**config.mk**
```make
export PLATFORM = sky130hd
export DESIGN_NAME = integer_set_table
export DESIGN_NICKNAME = d
export VERILOG_FILES = /design/src/hw/rtl/ist_pkg.sv /design/src/hw/rtl/integer_set_table.sv /design/src/hw/rtl/ist_ram.sv /design/src/hw/rtl/ist_ctrl.sv
export SDC_FILE = /design/constraint.sdc
export NUM_CORES = 2
export LEC_CHECK = 0
export ABC_AREA = 1
export BUFFER_PORTS_ARGS = -buffer_cell sky130_fd_sc_hd__buf_2
export CAP_MARGIN = 20
export CORE_UTILIZATION = 50
export DETAILED_ROUTE_END_ITERATION = 10
export PLACE_DENSITY = 0.67
export SETUP_SLACK_MARGIN = 0.5
export SLEW_MARGIN = 25
export SYNTH_ARGS = -nofsm -noshare
export SYNTH_HDL_FRONTEND = slang
export SYNTH_SLANG_ARGS = --single-unit
```
**constraint.sdc**
```tcl
create_clock -name clk_i -period 4.89 [get_ports clk_i]
set_clock_uncertainty 0.15 [all_clocks]
set_input_delay 0.978 -clock clk_i [delete_from_list [all_inputs] [get_ports clk_i]]
set_output_delay 0.978 -clock clk_i [all_outputs]
set_load 0.01 [all_outputs]
```
**src/hw/rtl/ist_pkg.sv**
```systemverilog
// Package for the integer set table: shared widths, sentinels, operation codes,
// sequencer states and the control bundle passed from the sequencer to the datapath.
// No dependencies.
`default_nettype none

package ist_pkg;

  // Element width and default table size.
  localparam int ElemW      = 32;
  localparam int CapacityDef = 64;

  // Minimum and maximum reported for an empty set.
  localparam logic signed [ElemW-1:0] SentMax = 32'sh7FFF_FFFF;
  localparam logic signed [ElemW-1:0] SentMin = 32'sh8000_0000;

  // Operation codes carried in the operation field.
  typedef enum logic [1:0] {
    OP_INSERT = 2'd0,
    OP_REMOVE = 2'd1,
    OP_MEMBER = 2'd2,
    OP_CLEAR  = 2'd3
  } op_e;

  // Sequencer states.
  typedef enum logic [1:0] {
    ST_IDLE,
    ST_SCAN,
    ST_FINISH
  } state_e;

  // Strobes from the sequencer to the datapath.
  typedef struct packed {
    logic start;     // input transaction taken this cycle
    logic data_vld;  // table read data is valid this cycle
    logic commit;    // result is loaded and state updated this cycle
  } ctrl_t;

endpackage

`default_nettype wire

```
**src/hw/rtl/integer_set_table.sv**
```systemverilog
// Integer set table: a set of distinct signed 32-bit integers kept in a RAM table
// with an element count. Top level; depends on ist_pkg, ist_ram and ist_ctrl.
//
// Usage:
//   The input channel (in_valid_i / in_ready_o) carries one operation and a value
//   per transaction: insert, remove, member test or clear. The output channel
//   (out_valid_o / out_ready_i) returns exactly one result per input transaction:
//   found, accepted, the element count and the minimum and maximum afterwards.
//   An empty set reports 0x7FFFFFFF as minimum and 0x80000000 as maximum.
//   Each operation except clear reads every stored entry once through the single
//   RAM read port, matching, compacting on remove and tracking the extremes on
//   the way. An item passes from acceptance through the scan state to the finish
//   state, where its result is loaded; a clear skips the scan. A new transaction
//   is accepted the cycle after the previous result is loaded, so the table takes
//   no new item before the result of the previous one has been loaded.
//   The result sits in an output register; a stalled receiver delays only the
//   load of the next result, and the following item is still accepted and
//   scanned meanwhile. Reset empties the set; the RAM contents need no clearing.
`default_nettype none

module integer_set_table #(
  parameter int CAPACITY = ist_pkg::CapacityDef
) (
  input  wire logic               clk_i,
  input  wire logic               rst_ni,
  input  wire logic               in_valid_i,
  output logic                    in_ready_o,
  input  wire logic [1:0]         operation_i,
  input  wire logic signed [31:0] value_i,
  output logic                    out_valid_o,
  input  wire logic               out_ready_i,
  output logic                    found_o,
  output logic                    accepted_o,
  output logic [6:0]              element_count_o,
  output logic signed [31:0]      minimum_o,
  output logic signed [31:0]      maximum_o
);

  localparam int CntW  = $clog2(CAPACITY + 1);
  localparam int AddrW = (CAPACITY > 1) ? $clog2(CAPACITY) : 1;
  localparam logic [CntW-1:0] CapC = CntW'(CAPACITY);

  ist_pkg::ctrl_t ctrl;
  logic              rd_en;
  logic [AddrW-1:0]  rd_addr;
  logic [AddrW-1:0]  data_idx;
  logic [ist_pkg::ElemW-1:0] rdata;
  logic              out_free;

  // Item under work.
  logic [1:0]               op_q;
  logic signed [31:0]       value_q;
  logic                     found_q, found_d;
  logic signed [31:0]       lo_q, lo_d, hi_q, hi_d;
  logic [CntW-1:0]          count_q, count_d;

  // Output register.
  logic                     out_valid_q, out_valid_d;
  logic                     out_found_q;
  logic                     out_acc_q;
  logic [6:0]               out_count_q;
  logic signed [31:0]       out_min_q, out_max_q;

  // RAM write port.
  logic                     we;
  logic [AddrW-1:0]         waddr;
  logic [ist_pkg::ElemW-1:0] wdata;

  logic signed [31:0]       elem;
  logic                     match;
  logic                     is_remove;
  logic                     is_insert;
  logic                     ins_new;
  logic                     ins_full;
  logic                     shift_wr;
  logic signed [31:0]       res_min, res_max;

  assign out_free = !out_valid_q || out_ready_i;

  ist_ctrl #(
    .CAPACITY (CAPACITY),
    .CNT_W    (CntW),
    .ADDR_W   (AddrW)
  ) u_ctrl (
    .clk_i       (clk_i),
    .rst_ni      (rst_ni),
    .in_valid_i  (in_valid_i),
    .operation_i (operation_i),
    .count_i     (count_q),
    .out_free_i  (out_free),
    .in_ready_o  (in_ready_o),
    .rd_en_o     (rd_en),
    .rd_addr_o   (rd_addr),
    .data_idx_o  (data_idx),
    .ctrl_o      (ctrl)
  );

  ist_ram #(
    .WIDTH  (ist_pkg::ElemW),
    .DEPTH  (CAPACITY),
    .ADDR_W (AddrW)
  ) u_ram (
    .clk_i   (clk_i),
    .we_i    (we),
    .waddr_i (waddr),
    .wdata_i (wdata),
    .re_i    (rd_en),
    .raddr_i (rd_addr),
    .rdata_o (rdata)
  );

  assign elem      = rdata;
  assign match     = (elem == value_q);
  assign is_remove = (op_q == ist_pkg::OP_REMOVE);
  assign is_insert = (op_q == ist_pkg::OP_INSERT);
  assign ins_new   = is_insert && !found_q && (count_q != CapC);
  assign ins_full  = is_insert && !found_q && (count_q == CapC);

  // On remove, every entry after the match moves down by one place.
  assign shift_wr = ctrl.data_vld && is_remove && found_q;

  // RAM write: compaction during the scan, append at commit.
  always_comb begin
    we    = 1'b0;
    waddr = data_idx - AddrW'(1);
    wdata = elem;
    if (shift_wr) begin
      we = 1'b1;
    end else if (ctrl.commit && ins_new) begin
      we    = 1'b1;
      waddr = count_q[AddrW-1:0];
      wdata = value_q;
    end
  end

  // Scan accumulation: match flag and running extremes. The removed entry is
  // left out of the extremes.
  always_comb begin
    found_d = found_q;
    lo_d    = lo_q;
    hi_d    = hi_q;
    if (ctrl.start) begin
      found_d = 1'b0;
      lo_d    = ist_pkg::SentMax;
      hi_d    = ist_pkg::SentMin;
    end else if (ctrl.data_vld) begin
      if (match) begin
        found_d = 1'b1;
      end
      if (!(match && is_remove)) begin
        if (elem < lo_q) begin
          lo_d = elem;
        end
        if (elem > hi_q) begin
          hi_d = elem;
        end
      end
    end
  end

  always_ff @(posedge clk_i) begin
    if (ctrl.start) begin
      op_q    <= operation_i;
      value_q <= value_i;
    end
    found_q <= found_d;
    lo_q    <= lo_d;
    hi_q    <= hi_d;
  end

  // Result: a newly inserted value joins the extremes.
  always_comb begin
    res_min = lo_q;
    res_max = hi_q;
    if (ins_new) begin
      if (value_q < lo_q) begin
        res_min = value_q;
      end
      if (value_q > hi_q) begin
        res_max = value_q;
      end
    end
  end

  // Element count after the operation.
  always_comb begin
    count_d = count_q;
    if (ctrl.commit) begin
      case (op_q)
        ist_pkg::OP_CLEAR:  count_d = '0;
        ist_pkg::OP_INSERT: count_d = ins_new ? count_q + CntW'(1) : count_q;
        ist_pkg::OP_REMOVE: count_d = found_q ? count_q - CntW'(1) : count_q;
        ist_pkg::OP_MEMBER: count_d = count_q;
        default:            count_d = count_q;
      endcase
    end
  end

  always_ff @(posedge clk_i or negedge rst_ni) begin
    if (!rst_ni) begin
      count_q <= '0;
    end else begin
      count_q <= count_d;
    end
  end

  // Output register: loads on commit, empties when the transaction completes.
  always_comb begin
    out_valid_d = out_valid_q;
    if (ctrl.commit) begin
      out_valid_d = 1'b1;
    end else if (out_ready_i) begin
      out_valid_d = 1'b0;
    end
  end

  always_ff @(posedge clk_i or negedge rst_ni) begin
    if (!rst_ni) begin
      out_valid_q <= 1'b0;
    end else begin
      out_valid_q <= out_valid_d;
    end
  end

  always_ff @(posedge clk_i) begin
    if (ctrl.commit) begin
      out_found_q <= found_q && (op_q != ist_pkg::OP_CLEAR);
      out_acc_q   <= !ins_full;
      out_count_q <= 7'(count_d);
      out_min_q   <= res_min;
      out_max_q   <= res_max;
    end
  end

  assign out_valid_o     = out_valid_q;
  assign found_o         = out_found_q;
  assign accepted_o      = out_acc_q;
  assign element_count_o = out_count_q;
  assign minimum_o       = out_min_q;
  assign maximum_o       = out_max_q;

endmodule

`default_nettype wire

```
**src/hw/rtl/ist_ram.sv**
```systemverilog
// Generic single-write, single-read synchronous RAM with a registered read port.
// No dependencies.
`default_nettype none

module ist_ram #(
  parameter int WIDTH  = 32,
  parameter int DEPTH  = 64,
  parameter int ADDR_W = (DEPTH > 1) ? $clog2(DEPTH) : 1
) (
  input  wire logic              clk_i,
  input  wire logic              we_i,
  input  wire logic [ADDR_W-1:0] waddr_i,
  input  wire logic [WIDTH-1:0]  wdata_i,
  input  wire logic              re_i,
  input  wire logic [ADDR_W-1:0] raddr_i,
  output logic      [WIDTH-1:0]  rdata_o
);

  logic [WIDTH-1:0] mem_q [DEPTH];
  logic [WIDTH-1:0] rdata_q;

  // Write port.
  always_ff @(posedge clk_i) begin
    if (we_i) begin
      mem_q[waddr_i] <= wdata_i;
    end
  end

  // Registered read port.
  always_ff @(posedge clk_i) begin
    if (re_i) begin
      rdata_q <= mem_q[raddr_i];
    end
  end

  assign rdata_o = rdata_q;

endmodule

`default_nettype wire

```
**src/hw/rtl/ist_ctrl.sv**
```systemverilog
// Sequencer for the integer set table: walks the stored entries through the RAM read
// port and tells the datapath when read data is valid and when to commit a result.
// Depends on ist_pkg.
`default_nettype none

module ist_ctrl #(
  parameter int CAPACITY = ist_pkg::CapacityDef,
  parameter int CNT_W    = $clog2(CAPACITY + 1),
  parameter int ADDR_W   = (CAPACITY > 1) ? $clog2(CAPACITY) : 1
) (
  input  wire logic              clk_i,
  input  wire logic              rst_ni,
  input  wire logic              in_valid_i,
  input  wire logic [1:0]        operation_i,
  input  wire logic [CNT_W-1:0]  count_i,
  input  wire logic              out_free_i,
  output logic                   in_ready_o,
  output logic                   rd_en_o,
  output logic [ADDR_W-1:0]      rd_addr_o,
  output logic [ADDR_W-1:0]      data_idx_o,
  output ist_pkg::ctrl_t         ctrl_o
);

  ist_pkg::state_e   state_q, state_d;
  logic [CNT_W-1:0]  rd_idx_q, rd_idx_d;
  logic              data_vld_q;
  logic [ADDR_W-1:0] data_idx_q;
  logic              issue;

  // A read is issued while unread entries remain in the scan.
  assign issue     = (state_q == ist_pkg::ST_SCAN) && (rd_idx_q < count_i);
  assign rd_addr_o = rd_idx_q[ADDR_W-1:0];

  // Next-state logic. A clear needs no scan.
  always_comb begin
    state_d = state_q;
    case (state_q)
      ist_pkg::ST_IDLE: begin
        if (in_valid_i) begin
          state_d = (operation_i == ist_pkg::OP_CLEAR) ? ist_pkg::ST_FINISH
                                                        : ist_pkg::ST_SCAN;
        end
      end
      ist_pkg::ST_SCAN: begin
        if (!issue && !data_vld_q) begin
          state_d = ist_pkg::ST_FINISH;
        end
      end
      ist_pkg::ST_FINISH: begin
        if (out_free_i) begin
          state_d = ist_pkg::ST_IDLE;
        end
      end
      default: state_d = ist_pkg::ST_IDLE;
    endcase
  end

  // Output logic.
  always_comb begin
    in_ready_o      = 1'b0;
    ctrl_o.start    = 1'b0;
    ctrl_o.data_vld = data_vld_q;
    ctrl_o.commit   = 1'b0;
    rd_en_o         = issue;
    case (state_q)
      ist_pkg::ST_IDLE: begin
        in_ready_o   = 1'b1;
        ctrl_o.start = in_valid_i;
      end
      ist_pkg::ST_SCAN: begin
      end
      ist_pkg::ST_FINISH: begin
        ctrl_o.commit = out_free_i;
      end
      default: begin
      end
    endcase
  end

  // Read index restarts for every item and advances with each issued read.
  always_comb begin
    rd_idx_d = rd_idx_q;
    if (state_q == ist_pkg::ST_IDLE) begin
      rd_idx_d = '0;
    end else if (issue) begin
      rd_idx_d = rd_idx_q + CNT_W'(1);
    end
  end

  always_ff @(posedge clk_i or negedge rst_ni) begin
    if (!rst_ni) begin
      state_q    <= ist_pkg::ST_IDLE;
      rd_idx_q   <= '0;
      data_vld_q <= 1'b0;
    end else begin
      state_q    <= state_d;
      rd_idx_q   <= rd_idx_d;
      data_vld_q <= issue;
    end
  end

  // Index of the entry whose read data is on the RAM output, registered with the read.
  always_ff @(posedge clk_i) begin
    if (issue) begin
      data_idx_q <= rd_addr_o;
    end
  end

  assign data_idx_o = data_idx_q;

endmodule

`default_nettype wire
```
Yosys cells after proc, flatten, opt, wreduce, memory -nomap -nowiden. Memory sizes are Yosys's and may differ from the RTL's. A register that Yosys moved wholly into a read port is not among the register bits. Index checks and enable logic that the tools add are counted.

Memories: 1. Memory bits (writable): 2048. Output and inout port bits: 75. Register bits: 196.

Muxes and demuxes: 28. Reductions and logical operators: 24. Bitwise logic cells: 1. Equal/unequal tests: 13. Add/subtract/negate cells: 4. $lt $le $gt $ge: 5.

Memories: u_ram.mem_q (depth 64, width 32, rd ports 1, clocked after Yosys merged registers in 1, write ports 1, RTL line ist_ram.sv:19) `logic [WIDTH-1:0] mem_q [DEPTH];`.

Operators by type and width (number): 32-bit two-way mux (6); 32-bit > comparator (2); 32-bit < comparator (2); 7-bit two-way mux (5); 32-bit == test (1); 7-bit one-hot mux with 4 select lines (1); 7-bit by 1-bit adder with 7-bit output, second input constant (2); 6-bit two-way mux (2); 1-bit logical AND (10); 1-bit two-way mux (9); 3-bit AND reduction (3); 2-bit == test, second input constant (4); 2-bit two-way mux (4); 7-bit == test, second input constant (1); 7-bit < comparator (1); 7-bit inequality test, second input constant (1); 7-bit by 1-bit subtractor with 7-bit output, second input constant (1); 2-bit inequality test, second input constant (3); 2-bit one-hot mux with 3 select lines (1); 6-bit by 1-bit subtractor with 6-bit output, second input constant (1); 1-bit logical NOT (5); 2-bit by 1-bit == test with 1-bit output, second input constant (2); 2-bit logical NOT (2); 2-bit nonzero test (2); 4 further kinds (4).

Longest topological paths before layout.
Depth in word-level cells: 8. Mapped depth: 17.

Hierarchy. From an unflattened synthesis, not the netlist that was laid out.

Cell total of the unflattened synthesis: 8293. Area, all modules: 95576.7 sq um.

Modules (own cells, without submodules): ist_ram (instances 1, area each 83058.4 sq um, cells an instance 6769, seq. area each 62459.9 sq um); integer_set_table (instances 1, area each 11547.3 sq um, cells an instance 1412, seq. area each 4714.5 sq um); ist_ctrl (instances 1, area each 970.9 sq um, cells an instance 112, seq. area each 430.4 sq um).

Least setup slack after synthesis. No wires, ideal clock.

Path kind: input to register. Start point: in out_ready_i. End point: mem u_ram.mem_q[0][11] (data pin). Data required time: 4038 ps. Slack: -362 ps. Cell stages on the path: 7. Arrival time: 4400 ps. Path through: nor2_1 -> nor2_1 -> nand2_4 -> buf_6 -> buf_2 -> clkbuf_1 -> o21ai_0.

Cells in the longest elaborated chain, start to end: 5.

RTL lines: start, declared (RTL line integer_set_table.sv:31) `input wire logic out_ready_i,`; 1-bit logical OR (RTL line integer_set_table.sv:78) `assign out_free = !out_valid_q || out_ready_i;`; 1-bit two-way mux (RTL line ist_ctrl.sv:65) `case (state_q)`; 1-bit logical AND (RTL line integer_set_table.sv:129) `end else if (ctrl.commit && ins_new) begin`; 32-bit two-way mux (RTL line integer_set_table.sv:129); 32-bit two-way mux (RTL line integer_set_table.sv:127) `if (shift_wr) begin`; named net u_ram.wdata_i[11] (RTL line ist_ram.sv:13) `input wire logic [WIDTH-1:0] wdata_i,`; end, declared (RTL line ist_ram.sv:19).

The timed path passes the listed nets, and every way through them passes these cells.

Final worst setup path.
Start point: reg count_q[0]. End point: mem u_ram.mem_q[3][24], enable pin.

Cells in the longest elaborated chain, start to end: 7. Elaborated cells on any way between the ends: 9. Those cells by class: eq/ne: 1; mux: 6; reduce/logical: 2.

RTL lines: start, declared (RTL line integer_set_table.sv:55) `logic [CntW-1:0] count_q, count_d;`; start signal, assigned (RTL line integer_set_table.sv:203) `count_q <= count_d;`; 7-bit inequality test (RTL line integer_set_table.sv:116) `assign ins_new = is_insert && !found_q && (count_q != CapC);`; 1-bit logical AND (RTL line integer_set_table.sv:116); 1-bit logical AND (RTL line integer_set_table.sv:129); 1-bit two-way mux (RTL line integer_set_table.sv:129); 1-bit two-way mux (RTL line integer_set_table.sv:127); 1-bit two-way mux (RTL line ist_ram.sv:24) `if (we_i) begin`; 1-bit two-way mux (implied by the code) (RTL line ist_ram.sv:25) `mem_q[waddr_i] <= wdata_i;`.

Parallel ways exist; a longest one is shown, timed or not.

==> metrics <==
Final period util 82.2%; fin util 57.3%; layout cells sized above 1 11.0%; PnR worst setup slack 0.869 ns; Slew Viols, Final 0; Synth Register Bits 2276; CTS clk-pin slew, worst paths 0.07 ns; initial antenna violation count 7; Slew @ Worst Pin 1.15 ns; router iterations before antenna repair 9; Post-synth EDFFs 2193; H-Tree Level Count 4; Starting Density 50.5%; Critical Path RT 5.21 ns; HPWL Detailed 148000 um; Critical Path Sink Type register; Top Ports 113; # rows 157; dominant cells by area after synthesis edfxtp_1 71%, o21ai_0 5.6%, nor2_1 4.4%; vias in the first global route 56800; yosys warns 0; sequential area share after synthesis 72.9%; critical path arrival 4.34 ns; Fmax 249 MHz; Sink Count 2276; Hold Vio Cnt, Final 0; outcome completed; pre-CTS setup slack 0.697 ns; total via count in the routed design 60700; Die H 433 um; antenna viol nets, final 0; Die ar. 187000 um2; CP Launch Type register; Peak VDD IR 0.000492 V; clk root buf clkbuf_16; dpl cells 9381; Yosys top cell area share 71.0%; worst r2r src count_q[0]; GPL Wtd Cong 0.897; Total Wirelength 257000 um; CTS tree yes; Final setup viols 0; nets@finish 7325; Setup Buffers After CTS 0; first-pass GRT wire length 374000 um; Synth cell types 45; dpl cell area 97800 um2; Primary FF master, synth edfxtp_1; CP max FO 32; worst setup path startpoint count_q[0]; PwrDens 570 nW/um2; relative slew slack 23.3%; die width 433 um; WS Path Type register to register; Synth Area per Inst 13.1 um2; Max Cap Viol 0; Mapped Area 92700 um2; setup slack, reg-to-reg 0.87 ns; initial DRC count 8084; Non-Filler Instances 9813; Post-synth ARST share 0.791%; area grow syn2layout 13.4%; Post-Syn Instances 7074; total core area 184000 um2; syn_nets 7248; pin count of the biggest net entering global routing 194; WL/cell 26.2 um; design area 105000 um2; Buffers on Ports 112; TritonCTS Buffers 221; post-synth top area cell edfxtp_1; Tmin final 4.02 ns; Worst-Skew Late Latency 0.85 ns; hold path start value_i[10]; total gr overflow 0; CTS Buffer Depth 3; DR vias/cell 6.18; RSZ-0062 raised after global routing false; Worst Hold Class input port to register; GR Util All Layers 27.1%; Pleak 34.8 nW; DRC viols 0
worst max-delay path: stages (launching register included):
cell and delay (ns):
dfrtp_1 0.40, inv_1 0.27, ha_1 0.28, nand3_2 0.11
nand2_4 0.11, inv_4 0.04, nand2_4 0.19, nand2_1 0.13
o21ai_4 0.18, inv_2 0.19, nor2_1 0.14, nand2_1 0.43
buf_4 0.35, nor2_4 0.10, buf_4 0.52
synth_stat cells (6+ instances only):
library cell / instances
edfxtp_1: 2193
nor2_1: 1080
o21ai_0: 1031
nand2_1: 429
clkbuf_1: 401
nand3_1: 288
o211ai_1: 264
o22ai_1: 259
o221ai_1: 256
inv_1: 187
ha_1: 136
a21oi_1: 101
mux2i_1: 96
nand4_1: 89
buf_2: 73
dfxtp_1: 65
buf_1: 19
dfrtp_1: 18
nor3_1: 14
xnor2_1: 12
nand2_2: 8
xor2_1: 8
o21a_1: 6
metrics by stage:
stage | hold WS, ns | TNS, ns | power (W)
final | 0.156 | 0 | 0.0600
after global routing | 0.131 | 0 | 0.0623
after CTS | 0.0964 | 0 | 0.0597
after detailed placement | 0.315 | 0 | 0.0433
after global placement | 0.316 | 0 | 0.0425
after floorplan | 0.298 | -637.86 | 0.0361
repair_timing:
item,4_1_cts,5_1_grt
hold buffers,1,0
gates resized for setup,0,0
hold endpoints to repair,18,0
path summary, 6_finish.rpt:
check / to / cells after the start
setup / recovery: u_ram.mem_q[3][24] / 14
hold / removal: value_q[10] / 1
setup reg to reg: u_ram.mem_q[3][24] / 14
hold reg to reg: lo_q[20] / 2
max in group asynchronous: u_ctrl.rd_idx_q[4] / 2
min in group asynchronous: u_ctrl.state_q[0] / 2
where the power goes:
part	internal (W)	switching, W	total [W]
Sequential	0.0247	0.000732	0.0255
Clock	0.00945	0.00721	0.0167
Combinational	0.00486	0.0130	0.0179
Total	0.0390	0.0210	0.0600
flip-flops by register name, summed over array words and instances (netlist names):
name and cells:
u_ram.rdata_o 32, u_ctrl.state_q 2, u_ctrl.data_idx_o 6, op_q 2
lo_q 32, u_ctrl.rd_idx_q 7, out_valid_o 1, element_count_o 7
maximum_o 32, count_q 7, found_o 1, found_q 1
minimum_o 32, accepted_o 1, u_ctrl.data_vld_q 1, value_q 32
u_ram.mem_q 2048, hi_q 32
per-layer routing:
metal	part of all wire, %	GRT usage [%]	up-vias
met1	41	38.4	30100
met4	4.1	10.9	2
met2	46	41.7	3167
met5	0.0043	0	-
li1	-	-	26900
met3	9.6	4.49	443
layout make-up:
type / count / area (um2)
well taps: 2464 / 3080
multi-input cells: 4107 / 23300
inverters: 196 / 768
flip-flops and latches: 2276 / 67600
fillers: 14200 / 78500
clock buffers: 268 / 5830
repair buffers: 349 / 3370
diodes: 2 / 5.00
clock inverters: 151 / 1220
cell usage in the layout (no fill, tap or decap), types with 89 or more instances in the layout:
master and instances:
a21oi_1 101, buf_2 112, buf_4 166, clkbuf_16 227, edfxtp_1 2193, ha_1 136
inv_1 180, mux2i_1 96, nand2_1 427, nand3_1 287, nand4_1 89, nor2_1 1022
o211ai_1 264, o21ai_0 999, o221ai_1 256, o22ai_1 259
kinds of logic after synthesis:
group	Yosys count	share of synthesized area, %
DFF	2276	72.9
AOI/OAI and AO/OA	1929	12.6
and+or+nand+nor	1926	8.55
buffers and inverters	691	2.91
adders and majority gates	136	1.84
muxes	96	1.04
xor gates and xnor gates	20	0.189
Power figures use the tool's default switching activity.
